## config.mk

```make
export PLATFORM = sky130hd
export DESIGN_NAME = four_channel_sound_unit
export DESIGN_NICKNAME = d
export VERILOG_FILES = /design/src/rtl/fcsu_pkg.sv /design/src/rtl/fcsu_mixer.sv /design/src/rtl/four_channel_sound_unit.sv
export SDC_FILE = /design/constraint.sdc
export NUM_CORES = 1
export LEC_CHECK = 0
export ABC_AREA = 1
export BUFFER_PORTS_ARGS = -buffer_cell sky130_fd_sc_hd__buf_4
export CAP_MARGIN = 20
export CORE_MARGIN = 4
export CORE_UTILIZATION = 60
export DETAILED_ROUTE_END_ITERATION = 10
export PLACE_DENSITY = 0.84
export REMOVE_ABC_BUFFERS = 1
export SYNTH_ARGS = -nofsm -noshare
export SYNTH_HDL_FRONTEND = slang
export SYNTH_SLANG_ARGS = --single-unit
```

## constraint.sdc

```tcl
create_clock -name clk -period 18.8 [get_ports clk]
set_clock_uncertainty 0.05 [all_clocks]
set_input_delay 0.94 -clock clk [delete_from_list [all_inputs] [get_ports clk]]
set_output_delay 0.94 -clock clk [all_outputs]
set_load 0.02 [all_outputs]
```

## src/rtl/fcsu_pkg.sv

```systemverilog
`timescale 1ns / 1ps
// ----------------------------------------------------------------------------
// fcsu_pkg: shared types and constants of the four-channel sound unit
// Payload structs, operation codes, register offsets and the duty table.
// ----------------------------------------------------------------------------
package fcsu_pkg;

	typedef struct packed {
		logic [1:0] op;
		logic [5:0] reg_index;
		logic [7:0] write_data;
	} in_item_t;

	typedef struct packed {
		logic [7:0] read_data;
		logic       sample_valid;
		logic [8:0] terminal1_level;
		logic [8:0] terminal2_level;
	} out_item_t;

	// operations
	localparam logic [1:0] OP_WRITE = 2'd0;
	localparam logic [1:0] OP_READ  = 2'd1;
	localparam logic [1:0] OP_TICK  = 2'd2;
	localparam logic [1:0] OP_CYCLE = 2'd3;

	// register offsets
	localparam logic [5:0] R_NR10 = 6'd0;
	localparam logic [5:0] R_NR11 = 6'd1;
	localparam logic [5:0] R_NR12 = 6'd2;
	localparam logic [5:0] R_NR13 = 6'd3;
	localparam logic [5:0] R_NR14 = 6'd4;
	localparam logic [5:0] R_NR21 = 6'd6;
	localparam logic [5:0] R_NR22 = 6'd7;
	localparam logic [5:0] R_NR23 = 6'd8;
	localparam logic [5:0] R_NR24 = 6'd9;
	localparam logic [5:0] R_NR30 = 6'd10;
	localparam logic [5:0] R_NR31 = 6'd11;
	localparam logic [5:0] R_NR32 = 6'd12;
	localparam logic [5:0] R_NR33 = 6'd13;
	localparam logic [5:0] R_NR34 = 6'd14;
	localparam logic [5:0] R_NR41 = 6'd16;
	localparam logic [5:0] R_NR42 = 6'd17;
	localparam logic [5:0] R_NR43 = 6'd18;
	localparam logic [5:0] R_NR44 = 6'd19;
	localparam logic [5:0] R_NR50 = 6'd20;
	localparam logic [5:0] R_NR51 = 6'd21;
	localparam logic [5:0] R_NR52 = 6'd22;

	localparam int          WAVE_BYTES  = 16;
	localparam logic [22:0] CYCLE_RATE  = 23'd2097152;
	localparam logic [21:0] RATE_RESET  = 22'd44100;

	function automatic logic [7:0] duty_pattern(input logic [1:0] sel);
		logic [7:0] p;
		case (sel)
			2'd0: p = 8'h01;
			2'd1: p = 8'h81;
			2'd2: p = 8'h87;
			default: p = 8'h7E;
		endcase
		return p;
	endfunction

endpackage

```

## src/rtl/fcsu_mixer.sv

```systemverilog
`timescale 1ns / 1ps
// ----------------------------------------------------------------------------
// fcsu_mixer: per-voice levels and the two terminal mixes
// Picks each voice level, sums the selected voices per terminal and scales
// by (volume + 1). Pure combinational logic.
// ----------------------------------------------------------------------------
module fcsu_mixer (
	input  logic [3:0]  voice_on,
	input  logic [7:0]  nr11,
	input  logic [7:0]  nr21,
	input  logic [7:0]  nr32,
	input  logic [7:0]  nr50,
	input  logic [7:0]  nr51,
	input  logic [2:0]  duty_step0,
	input  logic [2:0]  duty_step1,
	input  logic [3:0]  vol0,
	input  logic [3:0]  vol1,
	input  logic [3:0]  vol3,
	input  logic [7:0]  wave_byte,
	input  logic        wave_low,
	input  logic        noise_bit,
	output logic [8:0]  level1,
	output logic [8:0]  level2
);
	logic [3:0] lv [4];
	logic [7:0] d0, d1;
	logic [3:0] nib;
	logic [1:0] wl;
	logic [5:0] s1, s2;
	logic [8:0] p1, p2;

	// voice levels
	always_comb begin
		d0 = fcsu_pkg::duty_pattern(nr11[7:6]);
		d1 = fcsu_pkg::duty_pattern(nr21[7:6]);
		wl = nr32[6:5];
		nib = wave_low ? wave_byte[3:0] : wave_byte[7:4];
		lv[0] = (voice_on[0] && d0[duty_step0]) ? vol0 : 4'd0;
		lv[1] = (voice_on[1] && d1[duty_step1]) ? vol1 : 4'd0;
		lv[2] = 4'd0;
		if (voice_on[2] && wl != 2'd0)
			lv[2] = nib >> (wl - 2'd1);
		lv[3] = (voice_on[3] && !noise_bit) ? vol3 : 4'd0;
	end

	// terminal sums and volume scale
	always_comb begin
		s1 = '0;
		s2 = '0;
		for (int v = 0; v < 4; v++) begin
			if (nr51[v])     s1 = s1 + {2'd0, lv[v]};
			if (nr51[v + 4]) s2 = s2 + {2'd0, lv[v]};
		end
		p1 = {3'd0, s1} * {5'd0, ({1'b0, nr50[2:0]} + 4'd1)};
		p2 = {3'd0, s2} * {5'd0, ({1'b0, nr50[6:4]} + 4'd1)};
		level1 = p1;
		level2 = p2;
	end
endmodule

```

## src/rtl/four_channel_sound_unit.sv

```systemverilog
`timescale 1ns / 1ps
// ----------------------------------------------------------------------------
// four_channel_sound_unit: two pulse, one wave and one noise voice
// Register access, frame ticks and machine cycles in; one result per item.
// ----------------------------------------------------------------------------
// Channel   Signals                            Direction
// input     in_valid / in_stall / in_item      into the block
// output    out_valid / out_stall / out_item   out of the block
// config    cfg_we / cfg_wdata                 sample rate register
//
// One item per clock while in_stall is low; each item is done in the cycle it
// is accepted and its result sits in the output register the next cycle.
// Input is stalled only while a full output register is stalled. arst_n clears
// all state but out_item; the sample rate register resets to 44100.
// ----------------------------------------------------------------------------
module four_channel_sound_unit (
	input  logic                 clk,
	input  logic                 arst_n,
	input  logic                 in_valid,
	output logic                 in_stall,
	input  fcsu_pkg::in_item_t   in_item,
	output logic                 out_valid,
	input  logic                 out_stall,
	output fcsu_pkg::out_item_t  out_item,
	input  logic                 cfg_we,
	input  logic [21:0]          cfg_wdata
);
	logic [21:0] rate_q;
	logic [7:0]  nr10_q, nr11_q, nr12_q, nr14_q, nr21_q, nr22_q, nr24_q;
	logic [7:0]  nr30_q, nr32_q, nr34_q, nr42_q, nr43_q, nr44_q, nr50_q, nr51_q;
	logic        unit_en_q;
	logic [1:0]  phase_q;
	logic [3:0]  von_q, len_en_q;
	logic [8:0]  len_q [4];
	logic [2:0]  env_act_q;
	logic [3:0]  env_vol_q [3];
	logic [2:0]  env_cnt_q [3];
	logic [10:0] freq_q [3];
	logic [12:0] timer_q [3];
	logic [2:0]  duty_q [2];
	logic [4:0]  wstep_q;
	logic        sw_act_q;
	logic [10:0] sw_shadow_q;
	logic [2:0]  sw_cnt_q;
	logic [19:0] ntimer_q;
	logic [14:0] nshift_q;
	logic [7:0]  wave_q [16];
	logic [21:0] rphase_q;

	// next-state copies
	logic [3:0]  von_d, len_en_d;
	logic [8:0]  len_d [4];
	logic [2:0]  env_act_d;
	logic [3:0]  env_vol_d [3];
	logic [2:0]  env_cnt_d [3];
	logic [10:0] freq_d [3];
	logic [12:0] timer_d [3];
	logic [2:0]  duty_d [2];
	logic [4:0]  wstep_d;
	logic        sw_act_d;
	logic [10:0] sw_shadow_d;
	logic [2:0]  sw_cnt_d;
	logic [19:0] ntimer_d;
	logic [14:0] nshift_d;
	logic [1:0]  phase_d;
	logic [21:0] rphase_d;
	logic        emit;
	logic [7:0]  rdata;
	logic [8:0]  lvl1, lvl2;

	logic accept;
	fcsu_pkg::out_item_t res;

	assign in_stall = out_valid && out_stall;
	assign accept = in_valid && !in_stall;

	logic [1:0] op;
	logic [5:0] idx;
	logic [7:0] d;
	assign op  = in_item.op;
	assign idx = in_item.reg_index;
	assign d   = in_item.write_data;

	// envelope control bytes per slot
	logic [7:0] env_ctl [3];
	assign env_ctl[0] = nr12_q;
	assign env_ctl[1] = nr22_q;
	assign env_ctl[2] = nr42_q;

	// main next-state logic
	always_comb begin
		logic [2:0]  per, sh;
		logic [10:0] delta;
		logic [11:0] nf;
		logic [22:0] sum;
		logic [3:0]  clks;
		logic [19:0] nbase;
		logic        x;
		logic [10:0] f;
		von_d = von_q; len_en_d = len_en_q; len_d = len_q;
		env_act_d = env_act_q; env_vol_d = env_vol_q; env_cnt_d = env_cnt_q;
		freq_d = freq_q; timer_d = timer_q; duty_d = duty_q; wstep_d = wstep_q;
		sw_act_d = sw_act_q; sw_shadow_d = sw_shadow_q; sw_cnt_d = sw_cnt_q;
		ntimer_d = ntimer_q; nshift_d = nshift_q; phase_d = phase_q;
		rphase_d = rphase_q; emit = 1'b0;
		per = '0; sh = '0; delta = '0; nf = '0; sum = '0; clks = '0;
		nbase = '0; x = 1'b0; f = '0;
		case (op)
			fcsu_pkg::OP_WRITE: begin
				case (idx)
					fcsu_pkg::R_NR11: len_d[0] = 9'd64 - {3'd0, d[5:0]};
					fcsu_pkg::R_NR13: freq_d[0] = {freq_q[0][10:8], d};
					fcsu_pkg::R_NR14: begin
						f = {d[2:0], freq_q[0][7:0]};
						freq_d[0] = f;
						len_en_d[0] = d[6];
						if (d[7]) begin
							von_d[0] = 1'b1;
							if (len_q[0] == 9'd0) len_d[0] = 9'd64;
							timer_d[0] = {(12'd2048 - {1'b0, f}), 1'b0};
							env_act_d[0] = 1'b1;
							env_cnt_d[0] = nr12_q[2:0];
							env_vol_d[0] = nr12_q[7:4];
							sw_shadow_d = f;
							sw_cnt_d = nr10_q[6:4];
							sw_act_d = (nr10_q[6:4] != 3'd0) || (nr10_q[2:0] != 3'd0);
						end
					end
					fcsu_pkg::R_NR21: len_d[1] = 9'd64 - {3'd0, d[5:0]};
					fcsu_pkg::R_NR23: freq_d[1] = {freq_q[1][10:8], d};
					fcsu_pkg::R_NR24: begin
						f = {d[2:0], freq_q[1][7:0]};
						freq_d[1] = f;
						len_en_d[1] = d[6];
						if (d[7]) begin
							von_d[1] = 1'b1;
							if (len_q[1] == 9'd0) len_d[1] = 9'd64;
							timer_d[1] = {(12'd2048 - {1'b0, f}), 1'b0};
							env_act_d[1] = 1'b1;
							env_cnt_d[1] = nr22_q[2:0];
							env_vol_d[1] = nr22_q[7:4];
						end
					end
					fcsu_pkg::R_NR31: len_d[2] = 9'd256 - {1'b0, d};
					fcsu_pkg::R_NR33: freq_d[2] = {freq_q[2][10:8], d};
					fcsu_pkg::R_NR34: begin
						f = {d[2:0], freq_q[2][7:0]};
						freq_d[2] = f;
						len_en_d[2] = d[6];
						if (d[7]) begin
							von_d[2] = 1'b1;
							if (len_q[2] == 9'd0) len_d[2] = 9'd256;
							timer_d[2] = {1'b0, 12'd2048 - {1'b0, f}};
							wstep_d = '0;
						end
					end
					fcsu_pkg::R_NR41: len_d[3] = 9'd64 - {3'd0, d[5:0]};
					fcsu_pkg::R_NR44: begin
						len_en_d[3] = d[6];
						if (d[7]) begin
							von_d[3] = 1'b1;
							if (len_q[3] == 9'd0) len_d[3] = 9'd64;
							env_act_d[2] = 1'b1;
							env_cnt_d[2] = nr42_q[2:0];
							env_vol_d[2] = nr42_q[7:4];
							nshift_d = 15'h7FFF;
						end
					end
					default: ;
				endcase
			end
			fcsu_pkg::OP_TICK: begin
				if (unit_en_q) begin
					phase_d = phase_q + 2'd1;
					for (int v = 0; v < 4; v++) begin
						if (len_en_q[v] && len_q[v] != 9'd0) begin
							len_d[v] = len_q[v] - 9'd1;
							if (len_q[v] == 9'd1) von_d[v] = 1'b0;
						end
					end
					if (phase_d == 2'd3) begin
						for (int e = 0; e < 3; e++) begin
							if (env_act_q[e] && env_ctl[e][2:0] != 3'd0) begin
								env_cnt_d[e] = env_cnt_q[e] - 3'd1;
								if (env_cnt_d[e] == 3'd0) begin
									env_cnt_d[e] = env_ctl[e][2:0];
									if (env_ctl[e][3]) begin
										if (env_vol_q[e] == 4'd15) env_act_d[e] = 1'b0;
										else env_vol_d[e] = env_vol_q[e] + 4'd1;
									end else begin
										if (env_vol_q[e] == 4'd0) env_act_d[e] = 1'b0;
										else env_vol_d[e] = env_vol_q[e] - 4'd1;
									end
								end
							end
						end
					end
					if (phase_d[0]) begin
						per = nr10_q[6:4];
						sh = nr10_q[2:0];
						if (sw_act_q && per != 3'd0) begin
							sw_cnt_d = sw_cnt_q - 3'd1;
							if (sw_cnt_d == 3'd0) begin
								sw_cnt_d = per;
								if (sh != 3'd0) begin
									delta = sw_shadow_q >> sh;
									nf = nr10_q[3] ? ({1'b0, sw_shadow_q} - {1'b0, delta})
										: ({1'b0, sw_shadow_q} + {1'b0, delta});
									if (nf[11] == 1'b0) begin
										sw_shadow_d = nf[10:0];
										freq_d[0] = nf[10:0];
									end else begin
										von_d[0] = 1'b0;
									end
								end
							end
						end
					end
				end
			end
			fcsu_pkg::OP_CYCLE: begin
				if (!nr30_q[7]) von_d[2] = 1'b0;
				for (int v = 0; v < 2; v++) begin
					if (von_q[v]) begin
						timer_d[v] = timer_q[v] - 13'd1;
						if (timer_q[v] == 13'd1) begin
							timer_d[v] = {(12'd2048 - {1'b0, freq_q[v]}), 1'b0};
							duty_d[v] = duty_q[v] + 3'd1;
						end
					end
				end
				if (von_d[2]) begin
					timer_d[2] = timer_q[2] - 13'd1;
					if (timer_q[2] == 13'd1) begin
						timer_d[2] = {1'b0, 12'd2048 - {1'b0, freq_q[2]}};
						wstep_d = wstep_q + 5'd1;
					end
				end
				clks = nr43_q[7:4];
				if (von_q[3] && clks < 4'd14) begin
					ntimer_d = ntimer_q - 20'd1;
					if (ntimer_q == 20'd1) begin
						x = nshift_q[0] ^ nshift_q[1];
						nbase = (nr43_q[2:0] != 3'd0) ? {14'd0, nr43_q[2:0], 3'd0} : 20'd4;
						ntimer_d = nbase << clks;
						nshift_d = {x, nshift_q[14:1]};
						if (nr43_q[3]) nshift_d[6] = x;
					end
				end
				sum = {1'b0, rphase_q} + {1'b0, rate_q};
				if (sum >= fcsu_pkg::CYCLE_RATE) begin
					emit = 1'b1;
					sum = sum - fcsu_pkg::CYCLE_RATE;
					if (sum >= fcsu_pkg::CYCLE_RATE) sum = sum - fcsu_pkg::CYCLE_RATE;
				end
				rphase_d = sum[21:0];
			end
			default: ;
		endcase
	end

	// register read mux
	always_comb begin
		case (idx)
			fcsu_pkg::R_NR10: rdata = nr10_q | 8'h80;
			fcsu_pkg::R_NR11: rdata = nr11_q | 8'h3F;
			fcsu_pkg::R_NR12: rdata = nr12_q;
			fcsu_pkg::R_NR14: rdata = nr14_q | 8'hBF;
			fcsu_pkg::R_NR21: rdata = nr21_q | 8'h3F;
			fcsu_pkg::R_NR22: rdata = nr22_q;
			fcsu_pkg::R_NR24: rdata = nr24_q | 8'hBF;
			fcsu_pkg::R_NR30: rdata = nr30_q | 8'h7F;
			fcsu_pkg::R_NR32: rdata = nr32_q | 8'h9F;
			fcsu_pkg::R_NR34: rdata = nr34_q | 8'hBF;
			fcsu_pkg::R_NR42: rdata = nr42_q;
			fcsu_pkg::R_NR43: rdata = nr43_q;
			fcsu_pkg::R_NR44: rdata = nr44_q | 8'hBF;
			fcsu_pkg::R_NR50: rdata = nr50_q;
			fcsu_pkg::R_NR51: rdata = nr51_q;
			fcsu_pkg::R_NR52: rdata = {unit_en_q, 3'b111, von_q};
			default: rdata = idx[5] && !idx[4] ? wave_q[idx[3:0]] : 8'hFF;
		endcase
	end

	// mix from post-cycle voice state
	fcsu_mixer u_mixer (
		.voice_on   (von_d),
		.nr11       (nr11_q),
		.nr21       (nr21_q),
		.nr32       (nr32_q),
		.nr50       (nr50_q),
		.nr51       (nr51_q),
		.duty_step0 (duty_d[0]),
		.duty_step1 (duty_d[1]),
		.vol0       (env_vol_q[0]),
		.vol1       (env_vol_q[1]),
		.vol3       (env_vol_q[2]),
		.wave_byte  (wave_q[wstep_d[4:1]]),
		.wave_low   (wstep_d[0]),
		.noise_bit  (nshift_d[0]),
		.level1     (lvl1),
		.level2     (lvl2)
	);

	always_comb begin
		res = '0;
		if (op == fcsu_pkg::OP_READ) res.read_data = rdata;
		if (op == fcsu_pkg::OP_CYCLE && emit) begin
			res.sample_valid = 1'b1;
			if (unit_en_q) begin
				res.terminal1_level = lvl1;
				res.terminal2_level = lvl2;
			end
		end
	end

	// state update
	always_ff @(posedge clk or negedge arst_n) begin
		if (!arst_n) begin
			rate_q <= fcsu_pkg::RATE_RESET;
			nr10_q <= '0; nr11_q <= '0; nr12_q <= '0; nr14_q <= '0;
			nr21_q <= '0; nr22_q <= '0; nr24_q <= '0; nr30_q <= '0;
			nr32_q <= '0; nr34_q <= '0; nr42_q <= '0; nr43_q <= '0;
			nr44_q <= '0; nr50_q <= '0; nr51_q <= '0;
			unit_en_q <= 1'b0; phase_q <= '0; von_q <= '0; len_en_q <= '0;
			len_q <= '{default: '0}; env_act_q <= '0;
			env_vol_q <= '{default: '0}; env_cnt_q <= '{default: '0};
			freq_q <= '{default: '0}; timer_q <= '{default: '0};
			duty_q <= '{default: '0}; wstep_q <= '0; sw_act_q <= 1'b0;
			sw_shadow_q <= '0; sw_cnt_q <= '0; ntimer_q <= '0; nshift_q <= '0;
			wave_q <= '{default: '0}; rphase_q <= '0;
			out_valid <= 1'b0;
		end else begin
			if (cfg_we) rate_q <= cfg_wdata;
			if (accept) begin
				von_q <= von_d; len_en_q <= len_en_d; len_q <= len_d;
				env_act_q <= env_act_d; env_vol_q <= env_vol_d; env_cnt_q <= env_cnt_d;
				freq_q <= freq_d; timer_q <= timer_d; duty_q <= duty_d;
				wstep_q <= wstep_d; sw_act_q <= sw_act_d; sw_shadow_q <= sw_shadow_d;
				sw_cnt_q <= sw_cnt_d; ntimer_q <= ntimer_d; nshift_q <= nshift_d;
				phase_q <= phase_d; rphase_q <= rphase_d;
				if (op == fcsu_pkg::OP_WRITE) begin
					case (idx)
						fcsu_pkg::R_NR10: nr10_q <= d;
						fcsu_pkg::R_NR11: nr11_q <= d;
						fcsu_pkg::R_NR12: nr12_q <= d;
						fcsu_pkg::R_NR14: nr14_q <= d;
						fcsu_pkg::R_NR21: nr21_q <= d;
						fcsu_pkg::R_NR22: nr22_q <= d;
						fcsu_pkg::R_NR24: nr24_q <= d;
						fcsu_pkg::R_NR30: nr30_q <= d;
						fcsu_pkg::R_NR32: nr32_q <= d;
						fcsu_pkg::R_NR34: nr34_q <= d;
						fcsu_pkg::R_NR42: nr42_q <= d;
						fcsu_pkg::R_NR43: nr43_q <= d;
						fcsu_pkg::R_NR44: nr44_q <= d;
						fcsu_pkg::R_NR50: nr50_q <= d;
						fcsu_pkg::R_NR51: nr51_q <= d;
						fcsu_pkg::R_NR52: unit_en_q <= d[7];
						default: if (idx[5] && !idx[4]) wave_q[idx[3:0]] <= d;
					endcase
				end
			end
			if (accept) out_valid <= 1'b1;
			else if (!out_stall) out_valid <= 1'b0;
		end
	end

	// result register
	always_ff @(posedge clk) begin
		if (accept) out_item <= res;
	end
endmodule

```

==> run_results.csv <==
group,metric,value,unit
setup_path,cp.required,19.10,ns
place,portBuffers,71,
yosys,synthTopCellsByCount,"nand2_1, inv_1, o21ai_0",
sta,fmax,91.3,MHz
global_routing,track_usage,0.330,
clock_tree,cts_setup_buffers,0,
detailed_routing,vias_per_cell,6.05,
floorplanning,io_pins,72,
power_and_ir_drop,p_int,0.00211,W
clock_tree,insertion_delay,0.64,ns
global_routing,grt_pass1_vias,27100,
power_and_ir_drop,p_seq_frac,0.396,
detailed_routing,drc,0,
cells_and_area,fin_area,33400,um2
clock_tree,cts_sinks,466,
setup_path,ff2ff_path_depth,45,
yosys,syn_inst,4085,
place,placed_area,31600,um2
setup_path,critical_path_class,"in -> reg",
yosys,synthArstFlopShare,0.942,
run_status,status,"finished clean",
detailed_routing,dr.pass1.iters,6,
clock_tree,cts_tree,"built",
hold_path,hold_path.class,"in -> async",
setup_path,rr_endpoint,"out_item[8]",
power_and_ir_drop,combPwrFrac,0.290,
cells_and_area,layout.nets,4291,
sta,slew_viol_final,0,
floorplanning,die_h,234,um
power_and_ir_drop,leakage,15.4,nW
yosys,synth_seq_cells,466,
clock_tree,cts_buffers,51,
sta,relSlewSlack,0.325,
power_and_ir_drop,swShare,0.366,
setup_path,cpMostUsedCell,"nand2_1",
detailed_routing,vias,29000,
global_routing,antenna_found_initial,0,
setup_path,r2r_slack,8.51,ns
yosys,syn_avg_cell_area,7.49,um2
place,dp.final_hpwl,64.8,mm
setup_path,worstSetupEndpointType,"register",
place,place.gp.congestion,1.03,
sta,finalSetupViolations,0,
yosys,synth_edf_count,27,
detailed_routing,postRouteAntennaNets,0,
setup_path,reg2reg_from,"timer_q[1]",
yosys,ys_types,71,
clock_tree,cts_root_buf,"clkbuf_16",
floorplanning,core,50300,um2
global_routing,overflow,0,
setup_path,crit_fanout,35,
power_and_ir_drop,power.density,99.5,nW/um2
global_routing,grt_max_degree,94,
detailed_routing,avgRoutedWirePerCell,19.0,um
power_and_ir_drop,clkPwrFrac,0.314,
sta,period_share,0.582,
yosys,synth-seq-area-share,0.386,
floorplanning,initial_utilization,0.609,
floorplanning,core.rowCount,82,
sta,period_minus_slack,10.95,ns
floorplanning,die_x,234,um
yosys,ys_top_cells_by_area,"dfrtp_1, nand2_1, o21ai_0",
power_and_ir_drop,peakVddDrop,0.0000714,V
clock_tree,cts_resized,0,
sta,finalHoldViolCount,0,
cells_and_area,layout-drive-gt1-share,0.0746,
setup_path,worst-endpoint-arrival,11.25,ns
yosys,syn_area,30600,um2
clock_tree,cts_buffer_depth,3,
sta,fin_tns_setup,0,ns
detailed_routing,drt_iter0_markers,3445,
yosys,yosys.area.top_type,"dfrtp_1",
clock_tree,cts-hold-fix-buffers,0,
power_and_ir_drop,power_switching,0.00122,W
clock_tree,path_clk_slew,0.06,ns
yosys,synthFlopType,"dfrtp_1",
setup_path,cp-start-kind,"input port",
floorplanning,die_area,54700,um2
yosys,synth_top_area_frac,0.354,
clock_tree,cts_max_level,2,
yosys,yosysMostFrequentCell,"nand2_1",
setup_path,crit_slowest_cell,"clkinv_1",
yosys,ys.warnings.count,0,
cells_and_area,fillCellCount,4305,
detailed_routing,wl,91.1,mm
sta,worst_pin_slew,0.987,ns
global_routing,grt_pass1_wl,145,mm
cells_and_area,areaGrowthSynthToFinish,9.03,%
sta,grt_setup_unrepaired,"no",
setup_path,slowest_delay,1.09,ns
run,drv_cap,0,
==> cells in the final DEF (no fill, tap or decap), types with 9 or more instances in the layout <==
cell type,synthesis,routed
buf_4,3,101
mux2_2,23,23
ha_1,133,132
nand3_1,201,201
nand2_2,13,14
a2bb2oi_1,13,13
nor2_2,16,16
nor2_1,352,351
fa_1,27,27
o211ai_1,52,52
clkbuf_8,0,9
xnor2_1,28,28
edfxtp_1,27,27
a21oi_1,207,207
nand2_1,863,862
nor3_1,60,60
or2_2,10,10
clkinv_2,0,9
a31oi_1,61,61
a221oi_1,13,13
nor4_1,26,24
clkinv_1,9,10
inv_2,15,16
o22ai_1,39,39
o21ai_0,506,506
inv_1,512,510
o21ai_1,19,19
a22oi_1,44,44
clkbuf_16,0,52
dfrtp_1,433,433
xor2_1,72,72
nand4_1,27,27
==> worst max path at each step <==
stage	to	cells past startpoint	startpoint
final	out_item[8]	48	in_item[8]
after global routing	out_item[8]	47	in_item[8]
after CTS	out_item[8]	48	in_item[8]
after detailed placement	out_item[8]	48	in_item[8]
after global placement	out_item[8]	48	in_item[8]
after floorplan	out_item[8]	47	in_item[8]
==> flip-flops by register name (all words and copies together) (netlist names), 4 cells and up <==
signal       count
wave_q         128
timer_q         39
len_q           36
freq_q          33
out_item        27
rate_q          22
rphase_q        22
ntimer_q        20
nshift_q        15
env_vol_q       12
sw_shadow_q     11
env_cnt_q        9
nr12_q           8
nr22_q           8
nr42_q           8
nr43_q           8
nr50_q           8
nr51_q           8
nr10_q           7
duty_q           6
wstep_q          5
von_q            4
==> area by class of cell <==
cell class                      instances  area [um2]  share of cell area
Tap cell                              672         841              0.0252
Sequential cell                       466       11800               0.354
Multi-Input combinational cell       2931       16200               0.485
Antenna cell                            1        2.50           0.0000750
Clock buffer                           68        1450              0.0435
Timing Repair Buffer                  102         773              0.0232
Inverter                              536        2010              0.0603
Clock inverter                         25         284             0.00851
==> per-stage QoR <==
stage          std cells  hold WS [ns]  power [W]  setup WS, ns   util
2_1_floorplan       3933         0.403    0.00200          9.19      -
3_3_place_gp        4707         0.417    0.00223          7.74  0.629
3_5_place_dp        4707         0.423    0.00226          7.51  0.629
4_1_cts             4800         0.293    0.00331          8.09  0.664
5_1_grt             4800         0.316    0.00352          6.83  0.664
6_report            4801         0.257    0.00332          7.85  0.664
==> critical path, delay by kind of cell <==
kind	cells	cell delay, ns
xor gates and xnor gates	3	0.50
adders and majority gates	6	2.25
AOI/OAI and AO/OA	11	2.00
buffers and inverters	8	1.90
and+or+nand+nor	20	3.61
==> power by group through the flow <==
stage          Sequential (W)  Combinational (W)  Clock (W)
2_1_floorplan         0.00129           0.000708          0
3_3_place_gp          0.00132           0.000910          0
3_5_place_dp          0.00132           0.000937          0
4_1_cts               0.00131           0.000950    0.00106
5_1_grt               0.00133            0.00109    0.00109
6_report              0.00131           0.000965    0.00104
==> logic make-up (layout without fill, tap and decap cells) <==
| logic type | after synthesis | after routing | synth area share |
|---|---|---|---|
| adders and majority gates | 160 | 160 | 0.0720 |
| and+or+nand+nor | 1604 | 1604 | 0.222 |
| DFF | 466 | 466 | 0.386 |
| muxes | 29 | 29 | 0.0104 |
| other | 0 | 1 | 0 |
| xor gates and xnor gates | 103 | 103 | 0.0302 |
| AOI/OAI and AO/OA | 1035 | 1035 | 0.194 |
| buffers and inverters | 688 | 731 | 0.0858 |
==> per-layer routing <==
metal  global-route usage  share of wire  vias up
met4                0.122          0.042        0
met3               0.0764           0.10      231
met1                0.461           0.42    13800
met2                0.506           0.44     1365
met5              0.00268              0        -
li1                     -              -    13700
(Power assumes the default switching activity.)
